==> config.mk <==
export PLATFORM = sky130hd
export DESIGN_NAME = storage_reservation_arbiter_core
export DESIGN_NICKNAME = d
export VERILOG_FILES = /design/src/sv/srarb_pkg.sv /design/src/sv/storage_reservation_arbiter_core.sv /design/src/sv/srarb_in_reg.sv /design/src/sv/srarb_engine.sv /design/src/sv/srarb_out_reg.sv
export SDC_FILE = /design/constraint.sdc
export NUM_CORES = 1
export LEC_CHECK = 0
export BUFFER_PORTS_ARGS = -buffer_cell sky130_fd_sc_hd__buf_4
export CAP_MARGIN = 20
export CORE_ASPECT_RATIO = 0.75
export CORE_UTILIZATION = 64
export DETAILED_ROUTE_END_ITERATION = 6
export GPL_TIMING_DRIVEN = 0
export MAX_ROUTING_LAYER = met4
export PLACE_DENSITY = 0.95
export SYNTH_ARGS = -nofsm -noshare
export SYNTH_HDL_FRONTEND = slang
export SYNTH_SLANG_ARGS = --single-unit
==> constraint.sdc <==
create_clock -name clk -period 17 [get_ports clk]
set_clock_uncertainty 0.1 [all_clocks]
set_input_delay 0.85 -clock clk [delete_from_list [all_inputs] [get_ports clk]]
set_output_delay 0.85 -clock clk [all_outputs]
set_load 0.1 [all_outputs]
==> src/sv/srarb_pkg.sv <==
package srarb_pkg;

    localparam int OWNER_BITS   = 4;
    localparam int CONTEXT_BITS = 8;
    localparam int DEPTH_BITS   = 16;
    localparam int TIME_BITS    = 64;
    localparam int COUNT_BITS   = 32;

    typedef enum logic [1:0] {
        OP_RESERVE    = 2'd0,
        OP_RELEASE    = 2'd1,
        OP_ACQUIRE_IO = 2'd2,
        OP_RELEASE_IO = 2'd3
    } op_t;

    typedef struct packed {
        op_t                     opcode;
        logic [OWNER_BITS-1:0]   owner;
        logic                    access;
        logic [CONTEXT_BITS-1:0] context_req;
        logic [TIME_BITS-1:0]    now_us;
        logic [TIME_BITS-1:0]    start_us;
    } req_t;

    typedef struct packed {
        logic                    granted;
        logic [OWNER_BITS-1:0]   mutation_owner;
        logic                    mutation_active;
        logic [OWNER_BITS-1:0]   read_owner;
        logic [COUNT_BITS-1:0]   rejected_count;
        logic [COUNT_BITS-1:0]   reservation_count;
        logic [COUNT_BITS-1:0]   io_acquire_count;
        logic [COUNT_BITS-1:0]   max_wait_us;
        logic [COUNT_BITS-1:0]   max_hold_us;
    } rsp_t;

    function automatic logic [COUNT_BITS-1:0] sat_elapsed(
        input logic [TIME_BITS-1:0] now_us,
        input logic [TIME_BITS-1:0] start_us
    );
        logic [TIME_BITS-1:0] diff;
        begin
            diff = now_us - start_us;
            if (|diff[TIME_BITS-1:COUNT_BITS])
                sat_elapsed = {COUNT_BITS{1'b1}};
            else
                sat_elapsed = diff[COUNT_BITS-1:0];
        end
    endfunction

endpackage

==> src/sv/storage_reservation_arbiter_core.sv <==
// Reentrant storage reservation arbiter. One request per cycle is accepted
// while the response side is not stalled, and each request yields exactly one
// response: it passes through the request register, where the grant check,
// the owner/depth update and the 64-bit elapsed-time subtraction are done, and
// then through the response register. Back-to-back requests see the state left
// by the previous one with no bubble. Response fields report owners and
// counters after the request has taken effect.
module storage_reservation_arbiter_core #(
    parameter int DEPTH_BITS = srarb_pkg::DEPTH_BITS
) (
    input  logic              clk,
    input  logic              rst_n,
    input  logic              req_valid,
    output logic              req_ready,
    input  srarb_pkg::req_t   req,
    output logic              rsp_valid,
    input  logic              rsp_ready,
    output srarb_pkg::rsp_t   rsp
);

    logic            hold_valid;
    srarb_pkg::req_t hold_req;
    logic            load_ready;
    logic            advance;
    srarb_pkg::rsp_t engine_rsp;

    assign advance = hold_valid && load_ready;

    srarb_in_reg u_in_reg (
        .clk        (clk),
        .rst_n      (rst_n),
        .req_valid  (req_valid),
        .req_ready  (req_ready),
        .req        (req),
        .advance    (advance),
        .hold_valid (hold_valid),
        .hold_req   (hold_req)
    );

    srarb_engine #(
        .DEPTH_BITS (DEPTH_BITS)
    ) u_engine (
        .clk   (clk),
        .rst_n (rst_n),
        .fire  (advance),
        .req   (hold_req),
        .rsp   (engine_rsp)
    );

    srarb_out_reg u_out_reg (
        .clk        (clk),
        .rst_n      (rst_n),
        .load_valid (hold_valid),
        .load_ready (load_ready),
        .load_rsp   (engine_rsp),
        .rsp_valid  (rsp_valid),
        .rsp_ready  (rsp_ready),
        .rsp        (rsp)
    );

endmodule

==> src/sv/srarb_in_reg.sv <==
module srarb_in_reg (
    input  logic              clk,
    input  logic              rst_n,
    input  logic              req_valid,
    output logic              req_ready,
    input  srarb_pkg::req_t   req,
    input  logic              advance,
    output logic              hold_valid,
    output srarb_pkg::req_t   hold_req
);

    logic            valid_reg;
    logic            valid_next;
    srarb_pkg::req_t req_reg;

    assign req_ready  = !valid_reg || advance;
    assign valid_next = req_ready ? req_valid : valid_reg;

    always_ff @(posedge clk or negedge rst_n)
    begin
        if (!rst_n)
            valid_reg <= 1'b0;
        else
            valid_reg <= valid_next;
    end

    always_ff @(posedge clk)
    begin
        if (req_valid && req_ready)
            req_reg <= req;
    end

    assign hold_valid = valid_reg;
    assign hold_req   = req_reg;

endmodule

==> src/sv/srarb_engine.sv <==
module srarb_engine #(
    parameter int DEPTH_BITS = srarb_pkg::DEPTH_BITS
) (
    input  logic              clk,
    input  logic              rst_n,
    input  logic              fire,
    input  srarb_pkg::req_t   req,
    output srarb_pkg::rsp_t   rsp
);

    localparam logic [DEPTH_BITS-1:0] DEPTH_MAX = {DEPTH_BITS{1'b1}};
    localparam logic [DEPTH_BITS-1:0] DEPTH_ONE = DEPTH_BITS'(1);

    logic [srarb_pkg::OWNER_BITS-1:0]   mut_owner_reg, mut_owner_next;
    logic [srarb_pkg::CONTEXT_BITS-1:0] mut_context_reg, mut_context_next;
    logic [DEPTH_BITS-1:0]              mut_depth_reg, mut_depth_next;
    logic [srarb_pkg::OWNER_BITS-1:0]   rd_owner_reg, rd_owner_next;
    logic [srarb_pkg::CONTEXT_BITS-1:0] rd_context_reg, rd_context_next;
    logic [DEPTH_BITS-1:0]              rd_depth_reg, rd_depth_next;
    logic [srarb_pkg::COUNT_BITS-1:0]   reject_reg, reject_next;
    logic [srarb_pkg::COUNT_BITS-1:0]   reserve_reg, reserve_next;
    logic [srarb_pkg::COUNT_BITS-1:0]   io_reg, io_next;
    logic [srarb_pkg::COUNT_BITS-1:0]   wait_peak_reg, wait_peak_next;
    logic [srarb_pkg::COUNT_BITS-1:0]   hold_peak_reg, hold_peak_next;

    logic [srarb_pkg::COUNT_BITS-1:0] elapsed;
    logic mut_match, rd_match, mut_free, rd_free, ok, granted;

    assign elapsed   = srarb_pkg::sat_elapsed(req.now_us, req.start_us);
    assign mut_match = (mut_owner_reg == req.owner) && (mut_context_reg == req.context_req);
    assign rd_match  = (rd_owner_reg == req.owner) && (rd_context_reg == req.context_req);
    assign mut_free  = (mut_owner_reg == '0) || mut_match;
    assign rd_free   = (rd_owner_reg == '0) || rd_match;

    always_comb
    begin
        if (req.owner == '0)
            ok = 1'b0;
        else if (req.access || (req.opcode == srarb_pkg::OP_RESERVE))
            ok = mut_free && rd_free;
        else
            ok = mut_free;
    end

    always_comb
    begin
        mut_owner_next   = mut_owner_reg;
        mut_context_next = mut_context_reg;
        mut_depth_next   = mut_depth_reg;
        rd_owner_next    = rd_owner_reg;
        rd_context_next  = rd_context_reg;
        rd_depth_next    = rd_depth_reg;
        reject_next      = reject_reg;
        reserve_next     = reserve_reg;
        io_next          = io_reg;
        wait_peak_next   = wait_peak_reg;
        hold_peak_next   = hold_peak_reg;
        granted          = 1'b1;
        case (req.opcode)
            srarb_pkg::OP_RESERVE,
            srarb_pkg::OP_ACQUIRE_IO:
            begin
                if (elapsed > wait_peak_reg)
                    wait_peak_next = elapsed;
                if (!ok)
                begin
                    reject_next = reject_reg + 1'b1;
                    granted     = 1'b0;
                end
                else if (req.opcode == srarb_pkg::OP_RESERVE)
                begin
                    reserve_next = reserve_reg + 1'b1;
                    if (req.access)
                    begin
                        mut_owner_next   = req.owner;
                        mut_context_next = req.context_req;
                        if (mut_depth_reg != DEPTH_MAX)
                            mut_depth_next = mut_depth_reg + 1'b1;
                    end
                    else
                    begin
                        rd_owner_next   = req.owner;
                        rd_context_next = req.context_req;
                        if (rd_depth_reg != DEPTH_MAX)
                            rd_depth_next = rd_depth_reg + 1'b1;
                    end
                end
                else
                    io_next = io_reg + 1'b1;
            end
            srarb_pkg::OP_RELEASE:
            begin
                if (req.access)
                begin
                    if (mut_match && (mut_depth_reg != '0))
                    begin
                        mut_depth_next = mut_depth_reg - 1'b1;
                        if (mut_depth_reg == DEPTH_ONE)
                        begin
                            mut_owner_next   = '0;
                            mut_context_next = '0;
                        end
                    end
                end
                else if (rd_match && (rd_depth_reg != '0))
                begin
                    rd_depth_next = rd_depth_reg - 1'b1;
                    if (rd_depth_reg == DEPTH_ONE)
                    begin
                        rd_owner_next   = '0;
                        rd_context_next = '0;
                    end
                end
            end
            default:
            begin
                if (elapsed > hold_peak_reg)
                    hold_peak_next = elapsed;
            end
        endcase
    end

    always_ff @(posedge clk or negedge rst_n)
    begin
        if (!rst_n)
        begin
            mut_owner_reg   <= '0;
            mut_context_reg <= '0;
            mut_depth_reg   <= '0;
            rd_owner_reg    <= '0;
            rd_context_reg  <= '0;
            rd_depth_reg    <= '0;
            reject_reg      <= '0;
            reserve_reg     <= '0;
            io_reg          <= '0;
            wait_peak_reg   <= '0;
            hold_peak_reg   <= '0;
        end
        else if (fire)
        begin
            mut_owner_reg   <= mut_owner_next;
            mut_context_reg <= mut_context_next;
            mut_depth_reg   <= mut_depth_next;
            rd_owner_reg    <= rd_owner_next;
            rd_context_reg  <= rd_context_next;
            rd_depth_reg    <= rd_depth_next;
            reject_reg      <= reject_next;
            reserve_reg     <= reserve_next;
            io_reg          <= io_next;
            wait_peak_reg   <= wait_peak_next;
            hold_peak_reg   <= hold_peak_next;
        end
    end

    always_comb
    begin
        rsp.granted           = granted;
        rsp.mutation_owner    = mut_owner_next;
        rsp.mutation_active   = (mut_owner_next != '0);
        rsp.read_owner        = rd_owner_next;
        rsp.rejected_count    = reject_next;
        rsp.reservation_count = reserve_next;
        rsp.io_acquire_count  = io_next;
        rsp.max_wait_us       = wait_peak_next;
        rsp.max_hold_us       = hold_peak_next;
    end

endmodule

==> src/sv/srarb_out_reg.sv <==
module srarb_out_reg (
    input  logic              clk,
    input  logic              rst_n,
    input  logic              load_valid,
    output logic              load_ready,
    input  srarb_pkg::rsp_t   load_rsp,
    output logic              rsp_valid,
    input  logic              rsp_ready,
    output srarb_pkg::rsp_t   rsp
);

    logic            valid_reg;
    logic            valid_next;
    srarb_pkg::rsp_t rsp_reg;

    assign load_ready = !valid_reg || rsp_ready;
    assign valid_next = load_ready ? load_valid : valid_reg;

    always_ff @(posedge clk or negedge rst_n)
    begin
        if (!rst_n)
            valid_reg <= 1'b0;
        else
            valid_reg <= valid_next;
    end

    always_ff @(posedge clk)
    begin
        if (load_valid && load_ready)
            rsp_reg <= load_rsp;
    end

    assign rsp_valid = valid_reg;
    assign rsp       = rsp_reg;

endmodule
# After elaboration in Yosys (flattened, before gate mapping)
# Cells that the tools add are included.
totals:
  inputBits: 147
  reg_bits: 531
  out_inout_bits: 172
  word_cells: 147
op_classes:
  n_mux: 58
  eq_ne: 22
  magnitude_cmp: 2
  n_reduce_logical: 29
  n_addsub: 8
ops:
  columns: ["operator", "n"]
  rows:
  - ["$mux W32", 13]
  - ["$mux W16", 12]
  - ["$add A32 B1 Y32 const B", 3]
  - ["$mux W8", 12]
  - ["$gt A32 B32 Y1", 2]
  - ["$pmux W16 S2", 2]
  - ["$sub A64 B64 Y64", 1]
  - ["$mux W4", 12]
  - ["$add A16 B1 Y16 const B", 2]
  - ["$eq A16 B1 Y1 const B", 2]
  - ["$ne A16 B16 Y1 const B", 2]
  - ["$pmux W8 S2", 2]
  - ["$reduce_and A8 Y1", 4]
  - ["$reduce_bool A16 Y1", 2]
  - ["$reduce_or A32 Y1", 1]
  - ["$sub A16 B1 Y16 const B", 2]
  - ["$eq A8 B8 Y1", 2]
  - ["$ne A2 B1 Y1 const B", 8]
  - ["$pmux W4 S2", 2]
  - ["$logic_not A4 Y1", 3]
  - ["$eq A4 B4 Y1", 2]
  - ["$ne A2 B2 Y1 const B", 4]
  - ["$logic_and A1 B1 Y1", 7]
  - ["$logic_or A1 B1 Y1", 5]
  - ["9 further kinds", 12]

# Logic depth before layout (Yosys ltp)
logic_depth:
  word_depth: 9
  ltp_mapped: 30
  mapped_depth_nobuf: 26

# Cells and area by module
# A second synthesis with hierarchy kept.
unflattened:
  hier_cells: 2846
  area_unflattened_um2: 29313.1
by_module_without_submodules:
  columns: ["mod", "seq_area_each_um2", "area_each_um2", "cells_per_inst", "instances"]
  rows:
  - ["srarb_engine", 5405.2, 19800.2, 2524, 1]
  - ["srarb_out_reg", 5129.9, 5158.7, 174, 1]
  - ["srarb_in_reg", 4319.1, 4347.9, 147, 1]
  - ["storage_reservation_arbiter_core", 0.0, 6.3, 1, 1]

# Worst setup path before layout
# Ideal clock, no wire load.
synth_timing:
  path_kind: "register to register"
  start: "reg u_out_reg.valid_reg, in the netlist u_out_reg.rsp_valid"
  end: "reg u_out_reg.rsp_reg (netlist bit u_out_reg.rsp[0]), enable pin"
  arrival_ps: 6237
  path_slack_ps: 10063
  required_ps: 16300
  period_less_slack_ps: 6937
  setup_time_ps: 600
  n_path_buf: 2
  stages_incl_launch_ff: 6
  cell_sequence: "dfrtp_1 nand2b_1 nand2_1 inv_1 clkbuf_1 buf_1"
synth_between:
  elab_chain_len: 3
synth_lines:
  columns: ["element", "line", "text"]
  rows:
  - ["from (decl)", "srarb_out_reg.sv:12", "logic valid_reg;"]
  - ["from (signal assigned)", "srarb_out_reg.sv:24", "valid_reg <= valid_next;"]
  - ["$logic_not A1 Y1", "srarb_out_reg.sv:16", "assign load_ready = !valid_reg || rsp_ready;"]
  - ["$logic_or A1 B1 Y1", "srarb_out_reg.sv:16", null]
  - ["$logic_and A1 B1 Y1", null, null]
  - ["via advance", "storage_reservation_arbiter_core.sv:24", "logic advance;"]
  - ["to (signal assigned)", "srarb_out_reg.sv:30", "rsp_reg <= load_rsp;"]
  - ["to (decl)", "srarb_out_reg.sv:14", "srarb_pkg::rsp_t rsp_reg;"]
# The timed path passes the listed nets, and every way through them passes these cells.
# A chain may end at the register's enable or synchronous reset.

# Final worst setup path
layout_timing:
  start: "reg u_in_reg.req_reg (netlist bit u_in_reg.hold_req[0])"
  end: "reg u_engine.wait_peak_reg[19] in the netlist's numbering"
layout_between:
  elab_chain_len: 6
layout_lines:
  columns: ["element", "line", "text"]
  rows:
  - ["from (decl)", "srarb_in_reg.sv:14", "srarb_pkg::req_t req_reg;"]
  - ["from (signal assigned)", "srarb_in_reg.sv:30", "req_reg <= req;"]
  - ["$sub A64 B64 Y64 (*)", "srarb_pkg.sv:43", "diff = now_us - start_us;"]
  - ["$reduce_or A32 Y1", "srarb_pkg.sv:44", "if (|diff[TIME_BITS-1:COUNT_BITS])"]
  - ["$mux W32 (*)", "srarb_pkg.sv:44", null]
  - ["$gt A32 B32 Y1", "srarb_engine.sv:63", "if (elapsed > wait_peak_reg)"]
  - ["$mux W32 (*)", "srarb_engine.sv:63", null]
  - ["$mux W32 (*)", "srarb_engine.sv:59", "case (req.opcode)"]
  - ["to (signal assigned)", "srarb_engine.sv:150", "wait_peak_reg <= wait_peak_next;"]
  - ["to (decl)", "srarb_engine.sv:23", "logic [srarb_pkg::COUNT_BITS-1:0] wait_peak_reg, wait_peak_next;"]
# Mark *: on every way between the ends. The rest lies on a longest branch, timed or not.

==> metrics.md <==
| Metric | Value |
|---|---|
| Status | `finished clean` |
| Slowest-stage cell, CP | `nor4_4` |
| CTS HTree Levels | `2` |
| Synth-to-Final Area Change | `17.22%` |
| CTS Buf Count | `48` |
| Hold/Removal Path Class | `input port to asynchronous set/reset pin` |
| Setup TNS | `0 ns` |
| Largest net degree at the start of global routing | `116` |
| Layout cells sized above 1 | `14.12%` |
| Power share of the combinational group | `31.4%` |
| Switching portion of total power | `37.90%` |
| Max transition margin | `19.09%` |
| Fmax | `0.1093 GHz` |
| Top cell type's share of synthesized area | `33.65%` |
| Die width | `243.2 um` |
| Startpoint Class | `flop` |
| I/O pin count | `319` |
| DRT antenna net count | `0` |
| Leakage power | `14.09 nW` |
| Initial antenna violation count | `3` |
| Final setup fails | `0` |
| Die span in y | `182.9 um` |
| Post-cts gate resize count | `0` |
| Top post-synthesis cells by area | `edfxtp_1, dfrtp_1, ha_1` |
| Finished Core Util | `76.98%` |
| Total GRT Usage | `38.20%` |
| CTS tree | `done` |
| Via density per instance | `6.381` |
| Ys flop type | `edfxtp_1` |
| Router iterations before antenna repair | `6` |
| Data required, critical path | `17.32 ns` |
| Max_cap viols | `0` |
| Final Cell Area | `32740 um^2` |
| Sink Count | `531` |
| Crit. End Element | `flop` |
| Reg area | `14850 um^2` |
| Final period util | `53.83%` |
| Seq/Total Area, Yosys | `53.18%` |
| Starting Density | `65.67%` |
| Slowest stage delay, CP | `0.74 ns` |
| Multi-input logic area | `11940 um^2` |
| DRT iter0 DRCs | `2760` |
| Sw power | `1.512 mW` |
| Max reg flops | `170` |
| Post-DP HPWL | `59820 um` |
| Post-synthesis cell count | `2687` |
| Final wirelength | `83130 um` |
| Crit path max-delay family | `simple AND/OR/NAND/NOR gates` |
| Number of buffers and inverters on the critical path | `3` |
| Clock root cell | `clkbuf_16` |
| Synth warn | `0` |
| Avg Inst Size Synth | `10.40 um^2` |
| GR Overflow Total | `0` |
| First-pass GRT wire length | `127800 um` |
| CP dominant cell by count | `clkbuf_1` |
| Clk pwr share | `26.9%` |
| Placement Rows | `65` |
| Setup bufs post-CTS | `0` |
| Number of global-route vias before repair | `23175` |
| Routed WL per cell | `22.63 um` |
| CP arrival | `9.47 ns` |
| Final max-slew violation count | `0` |
| Final Critical Period | `9.150 ns` |
| CORE AREA | `42530 um^2` |
| WS Path Type | `flop to flop` |
| Post-synthesis register bit count | `531` |
| Filler cell count | `2594` |
| CTS Hold Bufs | `0` |
| Crit Path Max Fanout | `10` |
| Placed inst area | `31180 um^2` |
| Register clock-pin slew on the reported worst setup and hold paths | `0.06 ns` |
| PD cells | `121.9 nW/um^2` |
| Mapped Nets | `2971` |
| Drt drc | `0` |
| Peak supply drop | `0.1341 mV` |
| Distinct cells, synth | `73` |
| Max clock buf depth | `3` |
| Synthesized area | `27930 um^2` |
| Insertion delay to the later sink of the worst-skew pair | `0.61 ns` |
| Hold Violations, Final | `0` |
| P_int | `2.478 mW` |
| RSZ-0062 raised after global routing | `false` |
| I/O Buffers | `318` |
| Vias | `23437` |
| Fin nets | `3345` |
| Slew @ Worst Pin | `1.205 ns` |
| Die Area | `44490 um^2` |
| Leading area contributor after synthesis | `edfxtp_1` |
| Final GP Congestion | `1.042` |
| Post-synth EDFFs | `313` |
| Share of flip-flops with an asynchronous set or reset | `41.05%` |
| Part of the power in registers | `41.7%` |
==> worst reg2reg max path, stage by stage, from the launching register on <==
cell,delay (ns)
edfxtp_1,0.40
ha_1,0.29
fa_1,0.41
nand2b_1,0.19
a21o_1,0.26
a2111oi_0,0.46
o21ai_1,0.20
a21oi_1,0.42
xor2_1,0.12
a2111o_1,0.42
a211o_1,0.26
or4_4,0.53
nor4_4,0.74
clkbuf_1,0.50
nand2b_1,0.23
ha_1,0.37
nand4_1,0.16
nor2_1,0.20
nand2_1,0.13
nor3_1,0.44
and2_1,0.27
o31ai_1,0.15
o211ai_1,0.15
nand2_1,0.28
nor2_1,0.20
clkbuf_1,0.42
clkbuf_1,0.51
a31oi_1,0.20
==> cells in the mapped netlist (75+ instances only) <==
cell and instances:
a31oi_1 90, dfrtp_1 218, clkbuf_1 91, a21oi_1 135, nor2_1 310, ha_1 136, nand3_1 75, inv_1 169
nand2_1 236, xor2_1 127, edfxtp_1 313, nand4_1 76, xnor2_1 159
==> stage by stage <==
step	hold WS [ns]	total power, mW	setup slack [ns]	std cells
2_1_floorplan	0.3449	2.504	10.06	2687
3_3_place_gp	0.3613	2.837	7.413	3574
3_5_place_dp	0.3680	2.872	8.373	3580
4_1_cts	0.2570	3.945	8.252	3670
5_1_grt	0.2953	4.117	7.733	3673
6_report	0.2437	3.990	7.850	3673
==> power by group through the flow <==
stage	registers [mW]	clock network (mW)	logic (mW)
floorplan	1.90	0	0.604
global placement	1.68	0	1.15
detailed placement	1.68	0	1.20
CTS	1.66	1.08	1.21
global route	1.67	1.12	1.32
finish	1.66	1.08	1.25
==> placed cells by master (no fill, tap or decap), types with 50 or more instances in the layout <==
cell type,Yosys,final
xnor2_1,159,159
buf_4,11,328
nor2_1,310,310
a31oi_1,90,90
nand2_1,236,236
clkbuf_1,91,111
nand4_1,76,76
clkbuf_16,0,50
ha_1,136,136
xor2_1,127,127
a21oi_1,135,135
edfxtp_1,313,313
inv_1,169,169
o21ai_0,73,73
dfrtp_1,218,218
nand3_1,75,75
==> area by class of cell <==
cell class                 instances  area share [%]
inverter                         169           1.937
antenna                            3         0.02293
timing repair buffer             324           7.727
tap                              569           2.174
buffer                           120           1.544
multi-input combinational       1867           36.47
sequential                       531           45.37
clock inverter                    12          0.3668
clock buffer                      78           4.387
==> cell families after synthesis <==
group           Yosys count  synth area share (%)
xor+xnor                286                 8.968
fa+ha+maj               137                 6.163
compound gates          510                 11.72
buf+inv                 289                 4.076
flops                   531                 53.18
simple gates            923                 15.48
mux                      11                0.4121
==> metal layers <==
layer | routed length (um) | GRT usage [%] | vias to the layer above
met5 | 0 | - | -
met1 | 32360 | 49.92 | 11211
met4 | 4441 | 17.76 | 0
li1 | - | - | 10282
met3 | 9365 | 8.721 | 335
met2 | 36970 | 57.04 | 1609
==> worst paths after layout <==
| check | cells past startpoint | slack [ns] | startpoint | to |
|---|---|---|---|---|
| hold reg to reg | 1 | 0.39 | u_engine.reject_reg[31] | u_engine.reject_reg[31] |
| min in group clk | 1 | 0.32 | req[137] | u_in_reg.hold_req[137] |
| setup / recovery | 27 | 7.85 | u_in_reg.hold_req[0] | u_engine.wait_peak_reg[19] |
| max in group asynchronous | 2 | 15.46 | rst_n | u_engine.reject_reg[14] |
| hold / removal | 1 | 0.24 | rst_n | u_engine.hold_peak_reg[8] |
| setup reg to reg | 27 | 7.85 | u_in_reg.hold_req[0] | u_engine.wait_peak_reg[19] |
Power figures use the tool's default switching activity.
